### config.mk
export PLATFORM = sky130hd
export DESIGN_NAME = desrf_round_logic
export DESIGN_NICKNAME = d
export VERILOG_FILES = /design/src/desrf_pkg.sv /design/src/desrf_sbox_layer.sv /design/src/desrf_round_logic.sv
export SDC_FILE = /design/constraint.sdc
export NUM_CORES = 1
export LEC_CHECK = 0
export ABC_AREA = 1
export ABC_CLOCK_PERIOD_IN_PS = 2400
export BUFFER_PORTS_ARGS = -buffer_cell sky130_fd_sc_hd__buf_4
export CORE_ASPECT_RATIO = 0.9
export CORE_MARGIN = 4
export CORE_UTILIZATION = 57
export DETAILED_ROUTE_END_ITERATION = 16
export GPL_ROUTABILITY_DRIVEN = 1
export PLACE_DENSITY = 0.89
export SKIP_LAST_GASP = 1
export SLEW_MARGIN = 20
export SYNTH_ARGS = -nofsm -noshare
export SYNTH_HDL_FRONTEND = slang
export SYNTH_HIERARCHICAL = 1
export SYNTH_SLANG_ARGS = --single-unit
### constraint.sdc
create_clock -name vclk -period 2.4
set_input_delay 0.12 -clock vclk [all_inputs]
set_output_delay 0.12 -clock vclk [all_outputs]
set_load 0.01 [all_outputs]
### src/desrf_pkg.sv
`timescale 1ns / 1ps
// ----------------------------------------------------------------------------
// desrf_pkg
// Widths, DES E/P/S tables and bit-selection functions for the round function
// ----------------------------------------------------------------------------
package desrf_pkg;

	localparam int HALF_W  = 32;
	localparam int KEY_W   = 48;
	localparam int GROUPS  = 8;
	localparam int GROUP_W = 6;
	localparam int NIB_W   = 4;

	typedef logic [HALF_W-1:0] half_t;
	typedef logic [KEY_W-1:0]  key_t;

	localparam logic [5:0] EXP_TAB [KEY_W] = '{
		6'd32, 6'd1,  6'd2,  6'd3,  6'd4,  6'd5,  6'd4,  6'd5,  6'd6,  6'd7,  6'd8,  6'd9,
		6'd8,  6'd9,  6'd10, 6'd11, 6'd12, 6'd13, 6'd12, 6'd13, 6'd14, 6'd15, 6'd16, 6'd17,
		6'd16, 6'd17, 6'd18, 6'd19, 6'd20, 6'd21, 6'd20, 6'd21, 6'd22, 6'd23, 6'd24, 6'd25,
		6'd24, 6'd25, 6'd26, 6'd27, 6'd28, 6'd29, 6'd28, 6'd29, 6'd30, 6'd31, 6'd32, 6'd1
	};

	localparam logic [5:0] PERM_TAB [HALF_W] = '{
		6'd16, 6'd7,  6'd20, 6'd21, 6'd29, 6'd12, 6'd28, 6'd17,
		6'd1,  6'd15, 6'd23, 6'd26, 6'd5,  6'd18, 6'd31, 6'd10,
		6'd2,  6'd8,  6'd24, 6'd14, 6'd32, 6'd27, 6'd3,  6'd9,
		6'd19, 6'd13, 6'd30, 6'd6,  6'd22, 6'd11, 6'd4,  6'd25
	};

	localparam logic [3:0] SBOX [GROUPS][4][16] = '{
		'{'{4'd14,4'd4,4'd13,4'd1,4'd2,4'd15,4'd11,4'd8,4'd3,4'd10,4'd6,4'd12,4'd5,4'd9,4'd0,4'd7},
		  '{4'd0,4'd15,4'd7,4'd4,4'd14,4'd2,4'd13,4'd1,4'd10,4'd6,4'd12,4'd11,4'd9,4'd5,4'd3,4'd8},
		  '{4'd4,4'd1,4'd14,4'd8,4'd13,4'd6,4'd2,4'd11,4'd15,4'd12,4'd9,4'd7,4'd3,4'd10,4'd5,4'd0},
		  '{4'd15,4'd12,4'd8,4'd2,4'd4,4'd9,4'd1,4'd7,4'd5,4'd11,4'd3,4'd14,4'd10,4'd0,4'd6,4'd13}},
		'{'{4'd15,4'd1,4'd8,4'd14,4'd6,4'd11,4'd3,4'd4,4'd9,4'd7,4'd2,4'd13,4'd12,4'd0,4'd5,4'd10},
		  '{4'd3,4'd13,4'd4,4'd7,4'd15,4'd2,4'd8,4'd14,4'd12,4'd0,4'd1,4'd10,4'd6,4'd9,4'd11,4'd5},
		  '{4'd0,4'd14,4'd7,4'd11,4'd10,4'd4,4'd13,4'd1,4'd5,4'd8,4'd12,4'd6,4'd9,4'd3,4'd2,4'd15},
		  '{4'd13,4'd8,4'd10,4'd1,4'd3,4'd15,4'd4,4'd2,4'd11,4'd6,4'd7,4'd12,4'd0,4'd5,4'd14,4'd9}},
		'{'{4'd10,4'd0,4'd9,4'd14,4'd6,4'd3,4'd15,4'd5,4'd1,4'd13,4'd12,4'd7,4'd11,4'd4,4'd2,4'd8},
		  '{4'd13,4'd7,4'd0,4'd9,4'd3,4'd4,4'd6,4'd10,4'd2,4'd8,4'd5,4'd14,4'd12,4'd11,4'd15,4'd1},
		  '{4'd13,4'd6,4'd4,4'd9,4'd8,4'd15,4'd3,4'd0,4'd11,4'd1,4'd2,4'd12,4'd5,4'd10,4'd14,4'd7},
		  '{4'd1,4'd10,4'd13,4'd0,4'd6,4'd9,4'd8,4'd7,4'd4,4'd15,4'd14,4'd3,4'd11,4'd5,4'd2,4'd12}},
		'{'{4'd7,4'd13,4'd14,4'd3,4'd0,4'd6,4'd9,4'd10,4'd1,4'd2,4'd8,4'd5,4'd11,4'd12,4'd4,4'd15},
		  '{4'd13,4'd8,4'd11,4'd5,4'd6,4'd15,4'd0,4'd3,4'd4,4'd7,4'd2,4'd12,4'd1,4'd10,4'd14,4'd9},
		  '{4'd10,4'd6,4'd9,4'd0,4'd12,4'd11,4'd7,4'd13,4'd15,4'd1,4'd3,4'd14,4'd5,4'd2,4'd8,4'd4},
		  '{4'd3,4'd15,4'd0,4'd6,4'd10,4'd1,4'd13,4'd8,4'd9,4'd4,4'd5,4'd11,4'd12,4'd7,4'd2,4'd14}},
		'{'{4'd2,4'd12,4'd4,4'd1,4'd7,4'd10,4'd11,4'd6,4'd8,4'd5,4'd3,4'd15,4'd13,4'd0,4'd14,4'd9},
		  '{4'd14,4'd11,4'd2,4'd12,4'd4,4'd7,4'd13,4'd1,4'd5,4'd0,4'd15,4'd10,4'd3,4'd9,4'd8,4'd6},
		  '{4'd4,4'd2,4'd1,4'd11,4'd10,4'd13,4'd7,4'd8,4'd15,4'd9,4'd12,4'd5,4'd6,4'd3,4'd0,4'd14},
		  '{4'd11,4'd8,4'd12,4'd7,4'd1,4'd14,4'd2,4'd13,4'd6,4'd15,4'd0,4'd9,4'd10,4'd4,4'd5,4'd3}},
		'{'{4'd12,4'd1,4'd10,4'd15,4'd9,4'd2,4'd6,4'd8,4'd0,4'd13,4'd3,4'd4,4'd14,4'd7,4'd5,4'd11},
		  '{4'd10,4'd15,4'd4,4'd2,4'd7,4'd12,4'd9,4'd5,4'd6,4'd1,4'd13,4'd14,4'd0,4'd11,4'd3,4'd8},
		  '{4'd9,4'd14,4'd15,4'd5,4'd2,4'd8,4'd12,4'd3,4'd7,4'd0,4'd4,4'd10,4'd1,4'd13,4'd11,4'd6},
		  '{4'd4,4'd3,4'd2,4'd12,4'd9,4'd5,4'd15,4'd10,4'd11,4'd14,4'd1,4'd7,4'd6,4'd0,4'd8,4'd13}},
		'{'{4'd4,4'd11,4'd2,4'd14,4'd15,4'd0,4'd8,4'd13,4'd3,4'd12,4'd9,4'd7,4'd5,4'd10,4'd6,4'd1},
		  '{4'd13,4'd0,4'd11,4'd7,4'd4,4'd9,4'd1,4'd10,4'd14,4'd3,4'd5,4'd12,4'd2,4'd15,4'd8,4'd6},
		  '{4'd1,4'd4,4'd11,4'd13,4'd12,4'd3,4'd7,4'd14,4'd10,4'd15,4'd6,4'd8,4'd0,4'd5,4'd9,4'd2},
		  '{4'd6,4'd11,4'd13,4'd8,4'd1,4'd4,4'd10,4'd7,4'd9,4'd5,4'd0,4'd15,4'd14,4'd2,4'd3,4'd12}},
		'{'{4'd13,4'd2,4'd8,4'd4,4'd6,4'd15,4'd11,4'd1,4'd10,4'd9,4'd3,4'd14,4'd5,4'd0,4'd12,4'd7},
		  '{4'd1,4'd15,4'd13,4'd8,4'd10,4'd3,4'd7,4'd4,4'd12,4'd5,4'd6,4'd11,4'd0,4'd14,4'd9,4'd2},
		  '{4'd7,4'd11,4'd4,4'd1,4'd9,4'd12,4'd14,4'd2,4'd0,4'd6,4'd10,4'd13,4'd15,4'd3,4'd5,4'd8},
		  '{4'd2,4'd1,4'd14,4'd7,4'd4,4'd10,4'd8,4'd13,4'd15,4'd12,4'd9,4'd0,4'd3,4'd5,4'd6,4'd11}}
	};

	// table bit 1 is the msb of the 32-bit word
	function automatic key_t expand(input half_t r);
		key_t       e;
		logic [4:0] idx;
		e = '0;
		for (int k = 0; k < KEY_W; k++) begin
			idx = 5'(6'd32 - EXP_TAB[k]);
			e[KEY_W-1-k] = r[idx];
		end
		return e;
	endfunction

	function automatic half_t permute(input half_t w);
		half_t      p;
		logic [4:0] idx;
		p = '0;
		for (int k = 0; k < HALF_W; k++) begin
			idx = 5'(6'd32 - PERM_TAB[k]);
			p[HALF_W-1-k] = w[idx];
		end
		return p;
	endfunction

endpackage

### src/desrf_sbox_layer.sv
`timescale 1ns / 1ps
// ----------------------------------------------------------------------------
// desrf_sbox_layer
// Eight parallel DES S-box lookups, S-box 1 on the most significant group
// ----------------------------------------------------------------------------
module desrf_sbox_layer import desrf_pkg::*; (
	input  key_t  mixed,
	output half_t packed_nib
);

	for (genvar g = 0; g < GROUPS; g++) begin : g_box
		logic [GROUP_W-1:0] six;
		logic [1:0]         row;
		logic [3:0]         col;

		assign six = mixed[KEY_W-1-GROUP_W*g -: GROUP_W];
		assign row = {six[5], six[0]};
		assign col = six[4:1];
		assign packed_nib[HALF_W-1-NIB_W*g -: NIB_W] = SBOX[g][row][col];
	end

endmodule

### src/desrf_round_logic.sv
`timescale 1ns / 1ps
// ----------------------------------------------------------------------------
// desrf_round_logic
// Expansion, key mixing, substitution and P permutation of one round
// ----------------------------------------------------------------------------
module desrf_round_logic import desrf_pkg::*; (
	input  half_t right_half,
	input  key_t  round_key,
	output half_t f_value
);

	key_t  mixed;
	half_t packed_nib;

	assign mixed = expand(right_half) ^ round_key;

	desrf_sbox_layer u_sbox (
		.mixed      (mixed),
		.packed_nib (packed_nib)
	);

	assign f_value = permute(packed_nib);

endmodule

# After elaboration in Yosys (flattened, before gate mapping)
# Index checks and enable logic that the tools add are counted.
# totals
wordCells,81
output_inout_bits,32
register_bits,0
input_bits,80
# classes
n_bitwise,17
muxes,48
n_lt_le_gt_ge,16
# op_table
op,n
$bmux 64 s2,8
$mux 64,16
$bmux 4 s4,8
$mux 4,16
$xor 48x48->48,1
$ge 5x5->1 const B,8
$not 4->5,8
$ge 3x3->1 const B,8
$not 2->3,8

# Logic depth before layout (Yosys ltp)
# Gate-level depths: netlist (run 1).
# depth
depth_word,8
mapped_depth,14
mapped_depth_nobuf,14

# By module
# The synthesis (run 1) kept the hierarchy.
# by_module_without_submodules
module,area_per_inst_um2,cells_each,n_inst,seq_area_each_um2
desrf_sbox_layer,4946.0,1003,1,0.0
desrf_round_logic,840.8,224,1,0.0

# Worst setup path after synthesis (run 1)
# OpenSTA, ideal clock, no wires.
# synth_timing
kind,input to output
from,input port right_half[12]
to,output port f_value[3]
n_path_buf,0
required_ns,2.280
arrival_time_ns,1.402
path_stages,13
path_slack_ns,0.878
cell_sequence,inv_1 > nand2_1 > nand2_1 > inv_1 > ha_1 > inv_1 > nand2_1 > nand3_1 > nand2_1 > nand2_1 > nand2_1 > nand2_1 > nand2_1
# synth_via
elab_chain_len,8
# synth_rtl
element,line_no,text
start: declaration,desrf_round_logic.sv:7,"input half_t right_half,"
$xor 48x48->48,desrf_round_logic.sv:15,assign mixed = expand(right_half) ^ round_key;
via mixed[17],desrf_round_logic.sv:12,key_t mixed;
$not 2->3 (implied by the code),desrf_sbox_layer.sv:19,assign packed_nib[HALF_W-1-NIB_W*g -: NIB_W] = SBOX[g][row][col];
$bmux 64 s2,desrf_sbox_layer.sv:19,
$mux 64 (implied by the code) (2 in a row),desrf_sbox_layer.sv:19,
$bmux 4 s4,desrf_sbox_layer.sv:19,
$mux 4 (implied by the code) (2 in a row),desrf_sbox_layer.sv:19,
end: declaration,desrf_round_logic.sv:9,output half_t f_value
# The timed path passes the listed nets, and every way through them passes these cells. The select of a mux whose other input is x is not followed.

# Final worst setup path (run 1)
# layout_timing
from,input port right_half[24]
to,output port f_value[2]
# The elaborated chain is that of the path after synthesis.

==> flow_summary.yaml, run 1 <==
run_status:
  status: "completed"
detailed_routing:
  drt-pass1-iter-count: 6
  vias: 7681
  wl_mm: 15.7
  post-route-drc-count: 0
  final_antenna_net_count: 0
  drtIter0Drc: 992
  vias_per_cell: 5.38
  routedWlPerCell_microns: 11.0
global_route:
  first_global_vias: 6506
  antenna_found_initial: 0
  grt_max_degree: 18
  grt_overflow_total: 0
  grt_pass1_wl_mm: 26.8
  track_usage_pct: 24.8
worst_setup_path:
  startpoint_type: "input pin"
  crit_path_start: "right_half[24]"
  crit_path_frequent_cell: "nand2_1"
  cp_cell_sequence: "buf_4 > inv_1 > nand2_1 > nand2_1 > inv_1 > ha_1 > inv_1 > nand2_1 > nand2_1 > nand2_1 > nand3_1 > nand3_1 > nand2_1 > buf_4"
  worst-endpoint-arrival_ns: 1.94
  endpoint_kind: "output port"
  crit_type: "input pin to output port"
  worst_path_largest_cell_delay_ns: 0.42
  required_ns: 2.28
  worstPathMaxFanout: 7
  crit_slowest_cell: "ha_1"
hold_path:
  min_to: "f_value[12]"
  hp-class: "input pin to output port"
  min_from: "round_key[28]"
  whs_path_depth: 6
cells_and_area:
  final_cell_mix: "nand2_1, nand3_1, inv_1, buf_4, ha_1"
  nFlopsAndLatches: 0
  fin_nets: 1448
  multiInputGateArea_sq_um: 4760
  final_area_sq_um: 6520
  fill_cells: 1012
  syn_to_final_growth_pct: 12.7
  diodes: 0
  drive_gt1_share_pct: 12.0
  final_common_cell: "nand2_1"
  seq_area_sq_um: 0
  n_clock_buffer: 0
synthesis:
  synth_area_per_cell_sq_um: 4.72
  syn-cell-area_sq_um: 5790
  yosysUniqueCellTypes: 23
  ys_seq_area_share_pct: 0
  synth_cells: 1227
  synth_warnings: 6
  synth.net_count: 1370
sta:
  worst_slew_pin_slew_ns: 0.571
  fin_crit_ns: 2.06
  max_slew_margin_pct: 61.8
  rsz0062_at_grt: "false"
  drv_slew: 0
  fin_crit_sh_pct: 85.6
  setup_violations: 0
  fin_tns_setup_ns: 0
  max_freq_mhz: 487
  finalHoldViolCount: 0
floorplan:
  die_x_microns: 114
  die_y_microns: 104
  start_util_pct: 59.1
  ioPinCount: 112
  dieArea_sq_um: 11800
  coreArea_sq_um: 9780
  rows: 34
power_and_ir_drop:
  sw_frac_of_total_pct: 61.9
  p_int_uw: 687
  share_seq_of_total_power_pct: 0
  p_comb_share_pct: 100.0
  ir_drop_uv: 155
  power_per_cell_area_nw_per_um2: 276
  power_switching_uw: 1120
  leakage_uw: 0.00426
  clock_power_share_pct: 0
place:
  dp.final_hpwl_mm: 12.6
  port_buffers: 112
  placed_cell_area_sq_um: 6520
  place_congestion: 0.972
clock_network:
  cts_resized: 0
  cts_setup_buffers: 0
  cts_hold_buffers: 0
flow_run:
  max_cap_violations: 0
synth_stat cells, drive strengths merged:
cell type  count  share of area [%]
nand2        596                 39
nand4          4               0.43
a21oi         12                1.1
buf           47                6.1
o211ai         1               0.13
clkinv         1              0.065
nor2          32                2.1
inv          175                 11
nand3        275                 24
o21ai         18                1.6
or2            1               0.11
clkbuf         2               0.13
ha            63                 14
layout make-up:
cell class                      count  share of cell area [%]
Tap cell                          126                    2.42
Multi-Input combinational cell   1002                    72.9
Inverter                          176                    10.2
Timing Repair Buffer              125                    14.4
worst max path at each step:
| stage | endpoint | slack, ns | cells after the start |
|---|---|---|---|
| final | f_value[2] | 0.34 | 14 |
| after global routing | f_value[16] | 0.10 | 15 |
| after CTS | f_value[8] | 0.37 | 14 |
| after detailed placement | f_value[8] | 0.37 | 14 |
| after global placement | f_value[11] | 0.44 | 14 |
| after floorplan | f_value[3] | 0.88 | 13 |
critical path, delay by kind of cell:
family | cells | cell delay [ns]
adders and majority gates | 1 | 0.42
and+or+nand+nor | 8 | 0.86
buffers and inverters | 5 | 0.54
cell families (layout without fill, tap and decap cells):
| logic type | Yosys count | count (layout) | share of synthesized area, % |
|---|---|---|---|
| AO/OA/AOI/OAI | 31 | 31 | 2.85 |
| adder cells (fa/ha/maj) | 63 | 63 | 13.6 |
| AND/OR/NAND/NOR | 908 | 908 | 65.7 |
| buffers and inverters | 225 | 301 | 17.8 |
layer usage:
| layer | up-vias | part of all wire, % | track usage (%) |
|---|---|---|---|
| met5 | - | 0 | 0 |
| met1 | 3274 | 44 | 34.6 |
| met4 | 0 | 1.3 | 3.56 |
| met2 | 421 | 45 | 42.4 |
| li1 | 3953 | - | - |
| met3 | 33 | 9.1 | 1.69 |
through the flow:
stage	worst slack (ns)	utilization, %	hold WS, ns	instances	total power [uW]
floorplan	0.878	-	0.517	1227	1300
global placement	0.443	66.6	0.724	1429	1750
detailed placement	0.372	66.6	0.726	1429	1770
CTS	0.366	66.6	0.726	1429	1780
global route	0.104	66.6	0.768	1429	2040
finish	0.345	66.6	0.724	1429	1800
power groups by stage:
stage               Combinational, uW  Clock, uW  Sequential [uW]
CTS                              1780          0                0
global route                     2040          0                0
finish                           1800          0                0
global placement                 1750          0                0
floorplan                        1300          0                0
detailed placement               1770          0                0
Note: power is estimated with default switching activity, not from simulation.
==> run 2: changes to the inputs <==
- PLACE_DENSITY: 0.89 -> 0.82
==> run 2 against run 1 <==
Non-clock buffer count grew 3. Highest routed layer unchanged. Combinational power hardly changed. Setup slack better by 0.0078 ns. Utilization grew 0.23 points. Final area grew 0.35%.
==> flow_summary.yaml, run 2 (synthesis gave the netlist of run 1 again) <==
sta:
  max_freq_mhz: 488
  fin_tns_setup_ns: 0
  setup_violations: 0
  fin_crit_ns: 2.05
  max_slew_margin_pct: 63.2
  fin_crit_sh_pct: 85.3
  finalHoldViolCount: 0
  rsz0062_at_grt: "false"
  drv_slew: 0
  worst_slew_pin_slew_ns: 0.551
flow_run:
  max_cap_violations: 0
place:
  dp.final_hpwl_mm: 12.7
  port_buffers: 112
  place_congestion: 0.973
run_status:
  status: "completed"
cells_and_area:
  drive_gt1_share_pct: 12.2
  nFlopsAndLatches: 0
  seq_area_sq_um: 0
  fin_nets: 1451
  n_clock_buffer: 0
  utilization_pct: 66.9
  final_common_cell: "nand2_1"
  diodes: 0
  syn_to_final_growth_pct: 13.1
  final_cell_mix: "nand2_1, nand3_1, inv_1, buf_4, ha_1"
worst_setup_path:
  worst_path_largest_cell_delay_ns: 0.41
  required_ns: 2.28
  cp_cell_sequence: "buf_4 > inv_1 > nand2_1 > nand2_1 > inv_1 > ha_1 > nand2_1 > nand2_1 > nand2_1 > nand2_1 > nand2_1 > nand3_1 > nand2_1 > buf_4"
  crit_type: "input pin to output port"
  worstPathMaxFanout: 7
  critPathBufInv: 4
  endpoint_kind: "output port"
  crit_path_frequent_cell: "nand2_1"
  worst-endpoint-arrival_ns: 1.93
  startpoint_type: "input pin"
  crit_slowest_cell: "ha_1"
  cp_top_family: "simple AND/OR/NAND/NOR gates"
clock_network:
  cts_setup_buffers: 0
  cts_resized: 0
  cts_hold_buffers: 0
global_route:
  first_global_vias: 6409
  grt_pass1_wl_mm: 27.0
  track_usage_pct: 25.2
  antenna_found_initial: 0
  grt_overflow_total: 0
  grt_max_degree: 18
detailed_routing:
  vias_per_cell: 5.31
  drtIter0Drc: 1003
  drt-pass1-iter-count: 9
  routedWlPerCell_microns: 11.0
  final_antenna_net_count: 0
  vias: 7609
  post-route-drc-count: 0
  wl_mm: 15.7
floorplan:
  coreArea_sq_um: 9780
  die_y_microns: 104
  ioPinCount: 112
  start_util_pct: 59.1
  dieArea_sq_um: 11800
  rows: 34
  die_x_microns: 114
power_and_ir_drop:
  leakage_uw: 0.00428
  ir_drop_uv: 163
  power_per_cell_area_nw_per_um2: 276
hold_path:
  hp-class: "input pin to output port"
## run 2: power by group
group	total (uW)	internal (uW)	switching [uW]	leakage, uW
Sequential	0	0	0	0
Clock	0	0	0	0
Combinational	1800	691	1110	0.00428
## run 2: final timing paths
check,from,to,slack (ns),cells past startpoint
setup / recovery,right_half[24],f_value[8],0.35,14
hold / removal,round_key[10],f_value[25],0.72,6
## run 2: area by class of cell
class / count / area (sq um)
Fill cell: 1042 / 3240
Timing Repair Buffer: 128 / 961
Multi-Input combinational cell: 1002 / 4760
Inverter: 176 / 668
Tap cell: 126 / 158
## run 2: routing by layer
metal	part of all wire, %	GRT usage [%]
met5	0	0
met2	46	42.6
met4	0.96	2.97
met1	45	36.0
met3	8.1	1.52
## run 2: per-stage QoR
stage | power (uW) | cell area [sq um] | hold WS [ns] | setup WS [ns] | std cells
floorplan | 1300 | 5790 | 0.517 | 0.878 | 1227
global placement | 1760 | 6540 | 0.721 | 0.427 | 1432
detailed placement | 1780 | 6540 | 0.722 | 0.381 | 1432
CTS | 1780 | 6540 | 0.725 | 0.374 | 1432
global route | 2050 | 6540 | 0.786 | 0.170 | 1432
finish | 1800 | 6540 | 0.724 | 0.353 | 1432
==> run 3: changes to the inputs <==
- ABC_AREA: 1 -> 0
- PLACE_DENSITY: 0.82 -> 0.89
==> run 3 against run 2 <==
Final area is 3.0% higher. Largest power group unchanged. First-iteration DRC count is 21% lower. Synthesized area decreased by 4.6%. Global-route usage grew 0.37 points. Synthesized cell count down 40%. Sequential share of layout area is the same.
==> flow_summary.yaml, run 3 <==
run_status:
  status: "completed"
floorplan:
  die_x_microns: 112
  ioPinCount: 112
  dieArea_sq_um: 11300
  die_y_microns: 101
  start_util_pct: 59.4
  rows: 33
  coreArea_sq_um: 9290
power_and_ir_drop:
  leakage_uw: 0.00308
  clock_power_share_pct: 0
  sw_frac_of_total_pct: 51.8
  p_comb_share_pct: 100.0
  power_uw: 2630
  power_per_cell_area_nw_per_um2: 389
  share_seq_of_total_power_pct: 0
  p_int_uw: 1270
  power_switching_uw: 1360
  ir_drop_uv: 238
worst_setup_path:
  startpoint_type: "input pin"
  endpoint_kind: "output port"
  worst-endpoint-arrival_ns: 2.20
  required_ns: 2.28
  crit_type: "input pin to output port"
  worstPathMaxFanout: 13
detailed_routing:
  dr_wl_met2_mm: 7.74
  wl_met3_microns: 961
  highest_layer: "met4"
  drt-pass1-iter-count: 6
  drtIter0Drc: 791
  routedWlPerCell_microns: 16.1
  post-route-drc-count: 0
  met1_length_mm: 6.61
  final_antenna_net_count: 0
  vias: 6076
  vias_per_cell: 6.28
  wl_mm: 15.6
clock_network:
  cts_resized: 0
  cts_setup_buffers: 0
  cts_hold_buffers: 0
cells_and_area:
  final_common_cell: "buf_4"
  fin_nets: 990
  drive_gt1_share_pct: 28.8
  final_cells: 967
  utilization_pct: 72.6
  n_clock_buffer: 0
  diodes: 0
  final_cell_mix: "buf_4, ha_1, nor2_1, xor2_1, inv_1"
  fill_cells: 726
  seq_area_sq_um: 0
  nFlopsAndLatches: 0
  syn_to_final_growth_pct: 22.1
  multiInputGateArea_sq_um: 5090
sta:
  max_freq_mhz: 432
  max_slew_margin_pct: 54.5
  whs_ns: 0.804
  setup_violations: 0
  drv_slew: 0
  fin_crit_sh_pct: 96.5
  rsz0062_at_grt: "true"
  finalHoldViolCount: 0
  worst_slew_pin_slew_ns: 0.680
  fin_crit_ns: 2.32
synthesis:
  yosys-top-cells-area: "ha_1, mux4_2, xor2_1"
  syn-cell-area_sq_um: 5520
  yosysTopAreaCellShare_pct: 14.3
  synth_area_per_cell_sq_um: 7.50
  yosysMostFrequentCell: "ha_1"
  yosysUniqueCellTypes: 71
  synth.net_count: 879
  synth_cells: 736
  synthTopCellsByCount: "ha_1, xor2_1, nor2_1"
  synth_top_area_cell: "ha_1"
  synth_warnings: 6
  ys_seq_area_share_pct: 0
global_route:
  first_global_vias: 5571
  grt_pass1_wl_mm: 25.6
  grt_max_degree: 37
  track_usage_pct: 25.6
  antenna_found_initial: 0
  grt_overflow_total: 0
hold_path:
  hp-class: "input pin to output port"
flow_run:
  max_cap_violations: 0
place:
  dp.final_hpwl_mm: 12.0
  place_congestion: 1.00
  port_buffers: 112
  dp.cells: 967
run 3: cell count changes after synthesis, sizes merged, moves of 20 or more:
cell	change
nand2	-553
nor2	+22
xor2	+57
mux4	+29
nand3	-271
clkbuf	+23
nand2b	+26
inv	-125
a21oi	+30
mux2i	+25
a211oi	+20
run 3: cells by family after synthesis:
logic type,synth area share [%]
AOI/OAI and AO/OA,27.1
and+or+nand+nor,19.6
buffers and inverters,9.24
xor gates and xnor gates,10.8
muxes,19.1
adders and majority gates,14.3
run 3: path summary, 6_finish.rpt:
kind / start / to / slack (ns) / depth (start not counted)
setup / recovery: round_key[36] / f_value[4] / 0.08 / 9
hold / removal: round_key[40] / f_value[4] / 0.80 / 6
run 3: power groups by stage:
stage | Clock, uW | Combinational (uW) | Sequential (uW)
after global routing | 0 | 2860 | 0
final | 0 | 2630 | 0
after global placement | 0 | 2480 | 0
after floorplan | 0 | 1760 | 0
after CTS | 0 | 2580 | 0
after detailed placement | 0 | 2570 | 0
run 3: layout make-up:
cell class | count | share of cell area (%)
multi-input combinational | 620 | 75.5
timing repair buffer | 175 | 19.5
inverter | 50 | 2.78
tap | 122 | 2.26
run 3: metrics by stage:
stage	area (sq um)	setup WS, ns	setup TNS [ns]
6_report	6740	0.0834	0
3_3_place_gp	6710	0.0774	0
3_5_place_dp	6710	0.00193	0
2_1_floorplan	5520	0.00898	0
5_1_grt	6740	-0.00179	-0.00179
4_1_cts	6710	0.00174	0
run 3: worst max-delay path, stage by stage:
cell and delay, ns:
buf_4 0.11, xor2_1 0.20, inv_1 0.14, ha_1 0.59, o21bai_1 0.16, a221o_1 0.31, a221o_1 0.29, o21ai_1 0.14
buf_4 0.14
run 3: layer usage:
layer / GRT usage [%] / up-vias
li1: - / 2926
met1: 34.4 / 2835
met2: 46.0 / 283
met3: 1.43 / 32
met4: 4.77 / 0
met5: 0 / -
